[src/design/deq_pkg.sv]
package deq_pkg;

  localparam int QUEUE_DEPTH = 16;
  localparam int IDX_W       = $clog2(QUEUE_DEPTH);
  localparam int CNT_W       = $clog2(QUEUE_DEPTH + 1);

  localparam int CMD_W = 3;
  localparam int KEY_W = 31;
  localparam int PAY_W = 32;
  localparam int OCC_W = 5;

  typedef enum logic [CMD_W-1:0] {
    CMD_PUSH_BACK  = 3'd0,
    CMD_PUSH_FRONT = 3'd1,
    CMD_POP_FRONT  = 3'd2,
    CMD_PEEK_FRONT = 3'd3,
    CMD_REVERSE    = 3'd4
  } cmd_t;

  typedef enum logic {
    ST_IDLE,
    ST_READ
  } state_t;

  typedef logic [IDX_W-1:0] idx_t;
  typedef logic [CNT_W-1:0] cnt_t;

  typedef struct packed {
    logic             en;
    idx_t             addr;
    logic [KEY_W-1:0] key;
    logic [PAY_W-1:0] payload;
  } mem_wr_t;

  typedef struct packed {
    logic en;
    idx_t addr;
  } mem_rd_t;

  function automatic idx_t ring_next(idx_t i);
    return (i == idx_t'(QUEUE_DEPTH - 1)) ? '0 : idx_t'(i + idx_t'(1));
  endfunction

  function automatic idx_t ring_prev(idx_t i);
    return (i == '0) ? idx_t'(QUEUE_DEPTH - 1) : idx_t'(i - idx_t'(1));
  endfunction

endpackage

[src/design/deq_if.sv]
interface deq_req_if;
  import deq_pkg::*;

  logic             valid;
  logic             ready;
  logic [CMD_W-1:0] cmd;
  logic [KEY_W-1:0] entry_key;
  logic [PAY_W-1:0] entry_payload;

  modport source (output valid, cmd, entry_key, entry_payload, input ready);
  modport sink   (input valid, cmd, entry_key, entry_payload, output ready);
endinterface

interface deq_rsp_if;
  import deq_pkg::*;

  logic             valid;
  logic             ready;
  logic             ok;
  logic [KEY_W-1:0] front_key;
  logic [PAY_W-1:0] front_payload;
  logic [OCC_W-1:0] occupancy;
  logic             is_empty;

  modport source (output valid, ok, front_key, front_payload, occupancy, is_empty,
                  input ready);
  modport sink   (input valid, ok, front_key, front_payload, occupancy, is_empty,
                  output ready);
endinterface

[src/design/deq_store.sv]
module deq_store (
  input  logic                    clk,
  input  deq_pkg::mem_wr_t        wr,
  input  deq_pkg::mem_rd_t        rd,
  output logic [deq_pkg::KEY_W-1:0] rd_key,
  output logic [deq_pkg::PAY_W-1:0] rd_payload
);
  import deq_pkg::*;

  logic [KEY_W+PAY_W-1:0] mem [QUEUE_DEPTH];
  logic [KEY_W+PAY_W-1:0] rd_word;

  always_ff @(posedge clk) begin
    if (wr.en) begin
      mem[wr.addr] <= {wr.key, wr.payload};
    end
    if (rd.en) begin
      rd_word <= mem[rd.addr];
    end
  end

  assign rd_key     = rd_word[KEY_W+PAY_W-1:PAY_W];
  assign rd_payload = rd_word[PAY_W-1:0];

endmodule

[src/design/double_ended_record_queue_top.sv]
// Channel | Dir | Beat contents
// req     | in  | cmd, entry_key, entry_payload
// rsp     | out | ok, front_key, front_payload, occupancy, is_empty
//
// Push, reverse and unknown commands finish in ST_IDLE, as does a pop or peek on an
// empty queue; a pop or peek that finds a record also passes through ST_READ,
// since the record store registers its read data.
// A new command is taken once the previous one has finished and the result
// register is free or being emptied in the same cycle.
// rst (synchronous) empties the queue and clears the direction flag; the
// store itself is not cleared. A stalled rsp holds its beat and blocks req.
module double_ended_record_queue_top (
  input  logic      clk,
  input  logic      rst,
  deq_req_if.sink   req,
  deq_rsp_if.source rsp
);
  import deq_pkg::*;

  state_t state, state_next;
  idx_t   head, head_next;
  idx_t   tail, tail_next;
  cnt_t   count, count_next;
  logic   reversed, reversed_next;

  logic             res_valid, res_valid_next;
  logic             res_ok, res_ok_next;
  logic [KEY_W-1:0] res_key, res_key_next;
  logic [PAY_W-1:0] res_payload, res_payload_next;
  cnt_t             res_count, res_count_next;

  mem_wr_t          wr;
  mem_rd_t          rd;
  logic [KEY_W-1:0] rd_key;
  logic [PAY_W-1:0] rd_payload;

  logic accept;
  logic full;
  logic empty;
  logic at_start;
  idx_t front_slot;
  logic [CNT_W+OCC_W-1:0] occ_wide;

  deq_store u_store (
    .clk        (clk),
    .wr         (wr),
    .rd         (rd),
    .rd_key     (rd_key),
    .rd_payload (rd_payload)
  );

  assign req.ready = (state == ST_IDLE) && (!res_valid || rsp.ready);
  assign accept    = req.valid && req.ready;
  assign full      = (count == cnt_t'(QUEUE_DEPTH));
  assign empty     = (count == '0);
  assign at_start  = (cmd_t'(req.cmd) == CMD_PUSH_FRONT) != reversed;
  assign front_slot = reversed ? ring_prev(tail) : head;

  always_comb begin
    state_next       = state;
    head_next        = head;
    tail_next        = tail;
    count_next       = count;
    reversed_next    = reversed;
    res_valid_next   = res_valid && !rsp.ready;
    res_ok_next      = res_ok;
    res_key_next     = res_key;
    res_payload_next = res_payload;
    res_count_next   = res_count;
    wr.en            = 1'b0;
    wr.addr          = at_start ? ring_prev(head) : tail;
    wr.key           = req.entry_key;
    wr.payload       = req.entry_payload;
    rd.en            = 1'b0;
    rd.addr          = front_slot;

    unique case (state)
      ST_IDLE: begin
        if (accept) begin
          res_ok_next      = 1'b0;
          res_key_next     = '0;
          res_payload_next = '0;
          res_valid_next   = 1'b1;
          unique case (req.cmd)
            CMD_PUSH_BACK, CMD_PUSH_FRONT: begin
              if (!full) begin
                wr.en       = 1'b1;
                res_ok_next = 1'b1;
                count_next  = cnt_t'(count + cnt_t'(1));
                if (at_start) begin
                  head_next = ring_prev(head);
                end else begin
                  tail_next = ring_next(tail);
                end
              end
            end
            CMD_POP_FRONT, CMD_PEEK_FRONT: begin
              if (!empty) begin
                // hold the beat until the record arrives from the store
                rd.en          = 1'b1;
                res_ok_next    = 1'b1;
                res_valid_next = 1'b0;
                state_next     = ST_READ;
                if (cmd_t'(req.cmd) == CMD_POP_FRONT) begin
                  count_next = cnt_t'(count - cnt_t'(1));
                  if (reversed) begin
                    tail_next = front_slot;
                  end else begin
                    head_next = ring_next(head);
                  end
                end
              end
            end
            CMD_REVERSE: begin
              reversed_next = !reversed;
              res_ok_next   = 1'b1;
            end
            default: begin
            end
          endcase
          res_count_next = count_next;
        end
      end
      ST_READ: begin
        res_valid_next   = 1'b1;
        res_key_next     = rd_key;
        res_payload_next = rd_payload;
        state_next       = ST_IDLE;
      end
      default: begin
        state_next = ST_IDLE;
      end
    endcase
  end

  always_ff @(posedge clk) begin
    if (rst) begin
      state     <= ST_IDLE;
      head      <= '0;
      tail      <= '0;
      count     <= '0;
      reversed  <= 1'b0;
      res_valid <= 1'b0;
    end else begin
      state     <= state_next;
      head      <= head_next;
      tail      <= tail_next;
      count     <= count_next;
      reversed  <= reversed_next;
      res_valid <= res_valid_next;
    end
  end

  always_ff @(posedge clk) begin
    res_ok      <= res_ok_next;
    res_key     <= res_key_next;
    res_payload <= res_payload_next;
    res_count   <= res_count_next;
  end

  assign occ_wide = {{OCC_W{1'b0}}, res_count};

  assign rsp.valid         = res_valid;
  assign rsp.ok            = res_ok;
  assign rsp.front_key     = res_key;
  assign rsp.front_payload = res_payload;
  assign rsp.occupancy     = occ_wide[OCC_W-1:0];
  assign rsp.is_empty      = (res_count == '0);

endmodule
[src/flat_wrapper.sv]
// flat-port wrapper written by rule: the top's interface ports become plain ports
module double_ended_record_queue_top_flat import deq_pkg::*;
  (clk, rst, req_valid, req_cmd, req_entry_key, req_entry_payload, req_ready, rsp_valid, rsp_ok, rsp_front_key, rsp_front_payload, rsp_occupancy, rsp_is_empty, rsp_ready);
  deq_req_if req_i ();
  deq_rsp_if rsp_i ();
  input  logic clk;
  input  logic rst;
  input wire logic [$bits(req_i.valid)-1:0] req_valid;
  input wire logic [$bits(req_i.cmd)-1:0] req_cmd;
  input wire logic [$bits(req_i.entry_key)-1:0] req_entry_key;
  input wire logic [$bits(req_i.entry_payload)-1:0] req_entry_payload;
  output wire logic [$bits(req_i.ready)-1:0] req_ready;
  output wire logic [$bits(rsp_i.valid)-1:0] rsp_valid;
  output wire logic [$bits(rsp_i.ok)-1:0] rsp_ok;
  output wire logic [$bits(rsp_i.front_key)-1:0] rsp_front_key;
  output wire logic [$bits(rsp_i.front_payload)-1:0] rsp_front_payload;
  output wire logic [$bits(rsp_i.occupancy)-1:0] rsp_occupancy;
  output wire logic [$bits(rsp_i.is_empty)-1:0] rsp_is_empty;
  input wire logic [$bits(rsp_i.ready)-1:0] rsp_ready;
  assign req_i.valid = req_valid;
  assign req_i.cmd = req_cmd;
  assign req_i.entry_key = req_entry_key;
  assign req_i.entry_payload = req_entry_payload;
  assign req_ready = req_i.ready;
  assign rsp_valid = rsp_i.valid;
  assign rsp_ok = rsp_i.ok;
  assign rsp_front_key = rsp_i.front_key;
  assign rsp_front_payload = rsp_i.front_payload;
  assign rsp_occupancy = rsp_i.occupancy;
  assign rsp_is_empty = rsp_i.is_empty;
  assign rsp_i.ready = rsp_ready;
  double_ended_record_queue_top u_core (.clk(clk), .rst(rst), .req(req_i), .rsp(rsp_i));
endmodule
[config.mk]
export PLATFORM = sky130hd
export DESIGN_NAME = double_ended_record_queue_top_flat
export DESIGN_NICKNAME = d
export VERILOG_FILES = /design/src/design/deq_pkg.sv /design/src/design/deq_if.sv /design/src/design/deq_store.sv /design/src/design/double_ended_record_queue_top.sv /design/src/flat_wrapper.sv
export SDC_FILE = /design/constraint.sdc
export NUM_CORES = 1
export LEC_CHECK = 0
export ABC_AREA = 1
export BUFFER_PORTS_ARGS = -buffer_cell sky130_fd_sc_hd__clkbuf_2
export CORE_AREA = 2 2 516 390
export CTS_CLUSTER_SIZE = 28
export DETAILED_ROUTE_END_ITERATION = 6
export DIE_AREA = 0 0 518 392
export GPL_ROUTABILITY_DRIVEN = 1
export SKIP_CTS_REPAIR_TIMING = 1
export SLEW_MARGIN = 20
export SYNTH_ARGS = -nofsm -noshare
export SYNTH_HDL_FRONTEND = slang
export SYNTH_SLANG_ARGS = --single-unit
[constraint.sdc]
create_clock -name clk -period 8.7 [get_ports clk]
set_clock_uncertainty 0.05 [all_clocks]
set_input_delay 0.435 -clock clk [delete_from_list [all_inputs] [get_ports clk]]
set_output_delay 0.435 -clock clk [all_outputs]
set_load 0.02 [all_outputs]
==> metrics.md, run 1 <==
| Metric | Value |
|---|---|
| Status | `complete, no violations` |
| Share of cells above drive strength 1 | `7.99%` |
| Total global-route track usage | `12.8%` |
| Final wirelength | `133000 um` |
| Yosys Warn Count | `0` |
| CTS clk-pin slew, worst paths | `0.06 ns` |
| Dpl cells | `7090` |
| RSZ-0062 raised after global routing | `no` |
| Yosys reg bits | `1156` |
| Power per standard cell area | `213 nW/um^2` |
| Required time of the critical path | `8.98 ns` |
| Setup TNS | `0 ns` |
| Syn nets | `4585` |
| Worst R2R Path Depth | `8` |
| CTS tree | `built` |
| Reg2reg setup slack | `4.14 ns` |
| Initial DRC count | `3299` |
| Least-Margin Pin Slew | `1.15 ns` |
| Largest net degree at the start of global routing | `218` |
| Utilization after layout | `28.2%` |
| Crit path max-delay cell type | `nor2_4` |
| Final Non-Filler Cells | `7289` |
| Crit path largest cell delay | `0.86 ns` |
| Max cap viols | `0` |
| Crit Path Category | `register to register` |
| Highest-count cells in the layout ignoring fill and taps | `nand2_1 (1196), nand3_1 (1161), edfxtp_1 (1140)` |
| CP endpoint | `u_core.u_store.mem[10][25]$_DFFE_PP_` |
| Met3 global-route usage | `2.46%` |
| Area Overhead vs Synth | `13.6%` |
| Clk buf depth | `3` |
| Cell Rows | `142` |
| Max frequency | `219 MHz` |
| CP Capture Type | `register` |
| Syn Inst Count | `4509` |
| HPWL after detailed placement | `72700 um` |
| Worst skew pair latency | `0.72 ns` |
| Origin of the worst setup path | `u_core.state$_SDFF_PP0_` |
| Vias in the first global route | `30400` |
| Commonest non-fill, non-tap cell in the layout | `nand2_1` |
| Count of cell types in the netlist | `30` |
| Tmin final | `4.56 ns` |
| Reg-to-Reg End | `u_core.u_store.mem[10][25]$_DFFE_PP_` |
| Final count of hold timing violations | `0` |
| Worst path cell trace | `inv_1, nand2_1, nor2_2, inv_1, nor2_1, nand3_1, nor2_4, buf_4` |
| Class of the worst hold path | `primary input to register` |
| Clk sinks | `1156` |
| First-pass GRT wire length | `199000 um` |
| Largest delay contributor family on the critical path | `simple AND/OR/NAND/NOR gates` |
| Gpl congestion | `0.783` |
| Critical path depth | `8` |
| Crit path top cell by count | `inv_1` |
| Via count | `32100` |
| LEAKAGE | `22.2 nW` |
| Die area | `203000 um^2` |
| Fin. max-slew vios | `0` |
| Initial antenna violation count | `14` |
| Layout Nets | `4614` |
| IO Port Bufs | `141` |
| Die height | `392 um` |
| WL per Instance | `18.3 um` |
| Syn Std Cell Area | `49200 um^2` |
| Post-synthesis sequential area ratio | `70.2%` |
| Starting density of the core | `24.8%` |
| Fin crit share | `52.5%` |
| Clk root buf | `clkbuf_16` |
| Worst r2r src | `u_core.state$_SDFF_PP0_` |
| Slew headroom | `23.3%` |
| Met2 usage | `21.3%` |
| Antenna-violating nets left | `0` |
| Worst vdd ir | `0.160 mV` |
| Core area | `198000 um^2` |
| Die X-Extent | `518 um` |
| IO Count | `142` |
| CTS Buf Count | `107` |
| Mean post-synth cell area | `10.9 um^2` |
| Number of setup violations in the final report | `0` |
| CP max FO | `64` |
| H-tree Lvls | `3` |
| Pre-antenna DRT Iters | `6` |
| Critical Path AT | `4.85 ns` |
| Met1 usage | `17.0%` |
| # DRC | `0` |
| GRT overflow | `0` |
| Hold Crit Start | `rst` |
| Worst setup SP type | `register` |
| Critical path buffers and inverters | `3` |
| Busiest grt layer | `met2` |
| Drt via density | `4.40` |
[cell usage after synthesis]
cell type | number | area [um^2]
inv_4 | 1 | 6.26
nor2_2 | 3 | 18.8
buf_1 | 23 | 86.3
nand2_1 | 1198 | 4500
a31oi_1 | 1 | 6.26
buf_4 | 12 | 90.1
nand2_8 | 1 | 20.0
nor3_1 | 5 | 25.0
nor3b_1 | 1 | 7.51
o21ai_0 | 22 | 110
nand4_1 | 1 | 6.26
ha_1 | 6 | 75.1
a21oi_1 | 11 | 55.1
edfxtp_1 | 1140 | 34200
nand2_4 | 1 | 11.3
dfxtp_1 | 16 | 320
xor2_1 | 4 | 35.0
o21bai_1 | 2 | 15.0
inv_2 | 6 | 22.5
xnor2_1 | 3 | 26.3
nor2_1 | 41 | 154
o211ai_1 | 2 | 15.0
nor3_2 | 1 | 10.0
buf_2 | 202 | 1010
clkbuf_1 | 22 | 82.6
nand3_1 | 1162 | 5820
buf_6 | 13 | 146
o21ai_1 | 3 | 15.0
o22ai_1 | 1 | 6.26
inv_1 | 605 | 2270
[report_power, final]
part | switching [mW] | internal, mW | total [mW]
sequential | 0.0324 | 6.21 | 6.25
combinational | 0.834 | 0.288 | 1.12
clock | 2.07 | 2.47 | 4.54
[kinds of logic after synthesis]
logic type	after synthesis	share of synthesized area [%]
compound gates	42	0.453
xor+xnor	7	0.125
fa+ha+maj	6	0.153
buf+inv	884	7.55
flops	1156	70.2
simple gates	2414	21.5
[stage by stage]
stage                     instance area [um^2]  hold WS (ns)  worst slack [ns]  power, mW
after floorplan                          49200         0.431              4.14       7.08
after global placement                   52400         0.439              3.97       7.49
after detailed placement                 52500         0.437              4.01       7.50
after CTS                                55800       -0.0980              3.98       12.0
after global routing                     55900        0.0428              3.73       12.4
final                                    55900        0.0311              4.14       11.9
[worst register-to-register path, delay by kind of cell (launching register included)]
kind	cells	cell delay, ns
flops	1	0.61
buf+inv	3	1.35
simple gates	5	2.13
[cell type report]
type / count / area, um^2
fillers: 20400 / 142000
flip-flops and latches: 1156 / 34600
multi-input cells: 2469 / 11100
well taps: 2664 / 3330
clock buffers: 136 / 2830
inverters: 612 / 2310
repair buffers: 192 / 1250
clock inverters: 56 / 462
diodes: 4 / 10.0
[per-layer routing]
metal  vias up  share of wire (%)
met5         -              0.056
met4        12                2.5
met3       195                7.0
met2      1066                 48
met1     15500                 42
li1      15200                  -
[how the worst min path moves through the flow]
stage	to	slack (ns)	cells after the start
finish	u_core.rsp.valid$_SDFF_PP0_	0.03	2
global route	u_core.reversed$_SDFFE_PP0P_	0.04	2
CTS	u_core.rsp.valid$_SDFF_PP0_	-0.1	3
detailed placement	u_core.rsp.front_key[27]$_SDFFCE_PN0P_	0.44	2
global placement	u_core.rsp.front_payload[24]$_SDFFCE_PN0P_	0.44	2
floorplan	u_core.rsp.front_key[0]$_SDFFCE_PN0P_	0.43	2
[registers in the layout, summed over array words and instances (netlist names)]
signal                    count
u_core.count                  5
u_core.head                   4
u_core.reversed               1
u_core.rsp.front_key         31
u_core.rsp.front_payload     32
u_core.rsp.occupancy          5
u_core.rsp.ok                 1
u_core.rsp.valid              1
u_core.state                  1
u_core.tail                   4
u_core.u_store.mem         1008
u_core.u_store.rd_word       63
(Power assumes the default switching activity.)
==> run 2, diff against run 1 <==
==> constraint.sdc (replaced) <==
create_clock -name clk -period 3.9 [get_ports clk]
set_clock_uncertainty 0.05 [all_clocks]
set_input_delay 0.195 -clock clk [delete_from_list [all_inputs] [get_ports clk]]
set_output_delay 0.195 -clock clk [all_outputs]
set_load 0.02 [all_outputs]
==> run 2 against run 1 <==
Cell count increased by 1.3%. Critical path type unchanged. Wire length increased by 2.2%. Clock power is 140% higher. Critical endpoint is now u_core.u_store.mem[8][40]$_DFFE_PP_. Register-to-register slack worse by 3.4 ns. Clock-buffer cell count decreased by 10. Sequential share of layout area decreased by 1.5 points. Via count grew 2.6%. First-iteration DRC count rose by 1.7%. Hold slack better by 0.051 ns. Final area is 2.5% higher.
==> metrics.md, run 2 (synthesis results as in run 1) <==
| Metric | Value |
|---|---|
| H-tree Lvls | `3` |
| Clk root buf | `clkbuf_16` |
| IO Port Bufs | `141` |
| Pre-antenna DRT Iters | `5` |
| Core area | `198000 um^2` |
| Crit path max-delay cell type | `nor2_4` |
| Total global-route track usage | `13.1%` |
| IO Count | `142` |
| Critical path buffers and inverters | `2` |
| WL per Instance | `18.5 um` |
| Die X-Extent | `518 um` |
| Worst slack, placed | `0.764 ns` |
| Class of the worst hold path | `primary input to register` |
| Max cap viols | `0` |
| Crit path largest cell delay | `0.67 ns` |
| Crit Path Category | `register to register` |
| Comb power frac | `9.4%` |
| Initial antenna violation count | `18` |
| Worst Hold Path Cells | `4` |
| LEAKAGE | `22.8 nW` |
| Largest register FFs | `1008` |
| Worst r2r src | `u_core.count[0]$_SDFFE_PP0P_` |
| Highest-count cells in the layout ignoring fill and taps | `nand2_1 (1196), nand3_1 (1161), edfxtp_1 (1140)` |
| Number of setup violations in the final report | `0` |
| Critical Path AT | `3.55 ns` |
| Worst R2R Path Depth | `10` |
| Max frequency | `316 MHz` |
| Placed cell areas | `53100 um^2` |
| Tmin final | `3.16 ns` |
| Commonest non-fill, non-tap cell in the layout | `nand2_1` |
| Switching share of total power | `24.5%` |
| Power per standard cell area | `475 nW/um^2` |
| Hold Crit Start | `req_cmd[0]` |
| Clk sinks | `1156` |
| RSZ-0062 raised after global routing | `no` |
| CTS tree | `built` |
| Power Internal | `20.5 mW` |
| Min-Delay Endpoint | `u_core.rsp.ok$_DFFE_PP_` |
| Worst path cell trace | `inv_1, ha_1, nand2_1, nor2_1, nand2_1, nand2_1, nor2_1, nand3_1, nor2_4, buf_4` |
| CTS Buf Count | `107` |
| CTS clk-pin slew, worst paths | `0.06 ns` |
| NetSw | `6.66 mW` |
| Register area | `34600 um^2` |
| Die area | `203000 um^2` |
| Required time of the critical path | `4.28 ns` |
| Layout Nets | `4707` |
| Worst skew pair latency | `0.74 ns` |
| Crit path top cell by count | `nand2_1` |
| HPWL after detailed placement | `68800 um` |
| Final wirelength | `136000 um` |
| Via count | `32900` |
| PnR worst setup slack | `0.736 ns` |
| Initial DRC count | `3356` |
| Gpl congestion | `0.762` |
| Top reg by flops | `u_core.u_store.mem` |
| FILL cells | `20300` |
| Slew headroom | `30.5%` |
| Area of the multi-input gates | `11100 um^2` |
| Area Overhead vs Synth | `16.4%` |
| Die height | `392 um` |
| Share of cells above drive strength 1 | `8.53%` |
| Origin of the worst setup path | `u_core.count[0]$_SDFFE_PP0P_` |
| GRT overflow | `0` |
| Vias in the first global route | `30900` |
| First-pass GRT wire length | `202000 um` |
| Largest net degree at the start of global routing | `141` |
| # DRC | `0` |
| Status | `complete, no violations` |
| Reg2reg setup slack | `0.74 ns` |
| Largest delay contributor family on the critical path | `simple AND/OR/NAND/NOR gates` |
| Starting density of the core | `24.8%` |
| Clock power frac | `39.3%` |
| Seq pwr share | `51.2%` |
| Fin area | `57300 um^2` |
| Antenna-violating nets left | `0` |
| Worst setup SP type | `register` |
| Fin crit share | `81.1%` |
| Drt via density | `4.45` |
| Least-Margin Pin Slew | `1.04 ns` |
| Reg-to-Reg End | `u_core.u_store.mem[8][40]$_DFFE_PP_` |
| CP max FO | `10` |
| Critical path depth | `10` |
| CP Capture Type | `register` |
| Fin. max-slew vios | `0` |
| Worst vdd ir | `0.341 mV` |
| Final count of hold timing violations | `0` |
| Cell Rows | `142` |
| Clk buf depth | `3` |
[run 2: cell count changes in the layout (fill, tap and decap cells not counted), sizes merged]
cell and change:
clkinv +13, inv -1, diode -3, buf +25, bufinv +6, dlygate4sd3 +68, clkbuf -10
[run 2: worst max-delay path by stage]
stage                                           to
6_report       u_core.u_store.mem[8][40]$_DFFE_PP_
5_1_grt        u_core.u_store.mem[8][39]$_DFFE_PP_
4_1_cts        u_core.u_store.mem[8][38]$_DFFE_PP_
3_5_place_dp   u_core.u_store.mem[8][40]$_DFFE_PP_
3_3_place_gp   u_core.u_store.mem[8][40]$_DFFE_PP_
2_1_floorplan   u_core.u_store.mem[5][0]$_DFFE_PP_
[run 2: layout make-up]
class	count	share of cell area, %
Sequential cell	1156	60.3
Multi-Input combinational cell	2469	19.4
Tap cell	2664	5.82
Clock buffer	126	4.87
Timing Repair Buffer	285	4.25
Inverter	612	4.04
Clock inverter	74	1.28
Antenna cell	1	0.00437
[run 2: power groups by stage]
stage               Combinational, mW  Clock (mW)  Sequential (mW)
global route                     2.85        11.4             13.9
global placement                 2.49           0             14.2
finish                           2.57        10.7             13.9
detailed placement               2.51           0             14.2
floorplan                        1.53           0             14.3
CTS                              2.51        10.9             13.9
[run 2: metal layers]
metal	GRT usage, %	share of wire (%)
met4	3.01	2.0
met5	0	0.12
met1	17.7	43
met3	2.72	7.3
met2	21.5	47
[run 2: stage by stage]
| stage | hold slack, ns | util [%] | power, mW | instances | setup TNS, ns |
|---|---|---|---|---|---|
| 5_1_grt | 0.0664 | 28.9 | 28.2 | 7386 | 0 |
| 6_report | 0.0819 | 28.9 | 27.2 | 7387 | 0 |
| 3_3_place_gp | 0.401 | 26.8 | 16.7 | 7117 | 0 |
| 3_5_place_dp | 0.403 | 26.8 | 16.7 | 7117 | 0 |
| 2_1_floorplan | 0.244 | - | 15.8 | 4509 | -635.94 |
| 4_1_cts | -0.388 | 28.5 | 27.3 | 7317 | 0 |
[run 2: worst register-to-register path: cells and delay by family, from the launching register on]
kind | cells | cell delay, ns
DFF | 1 | 0.41
adders and majority gates | 1 | 0.23
buffers and inverters | 2 | 0.44
and+or+nand+nor | 7 | 1.73
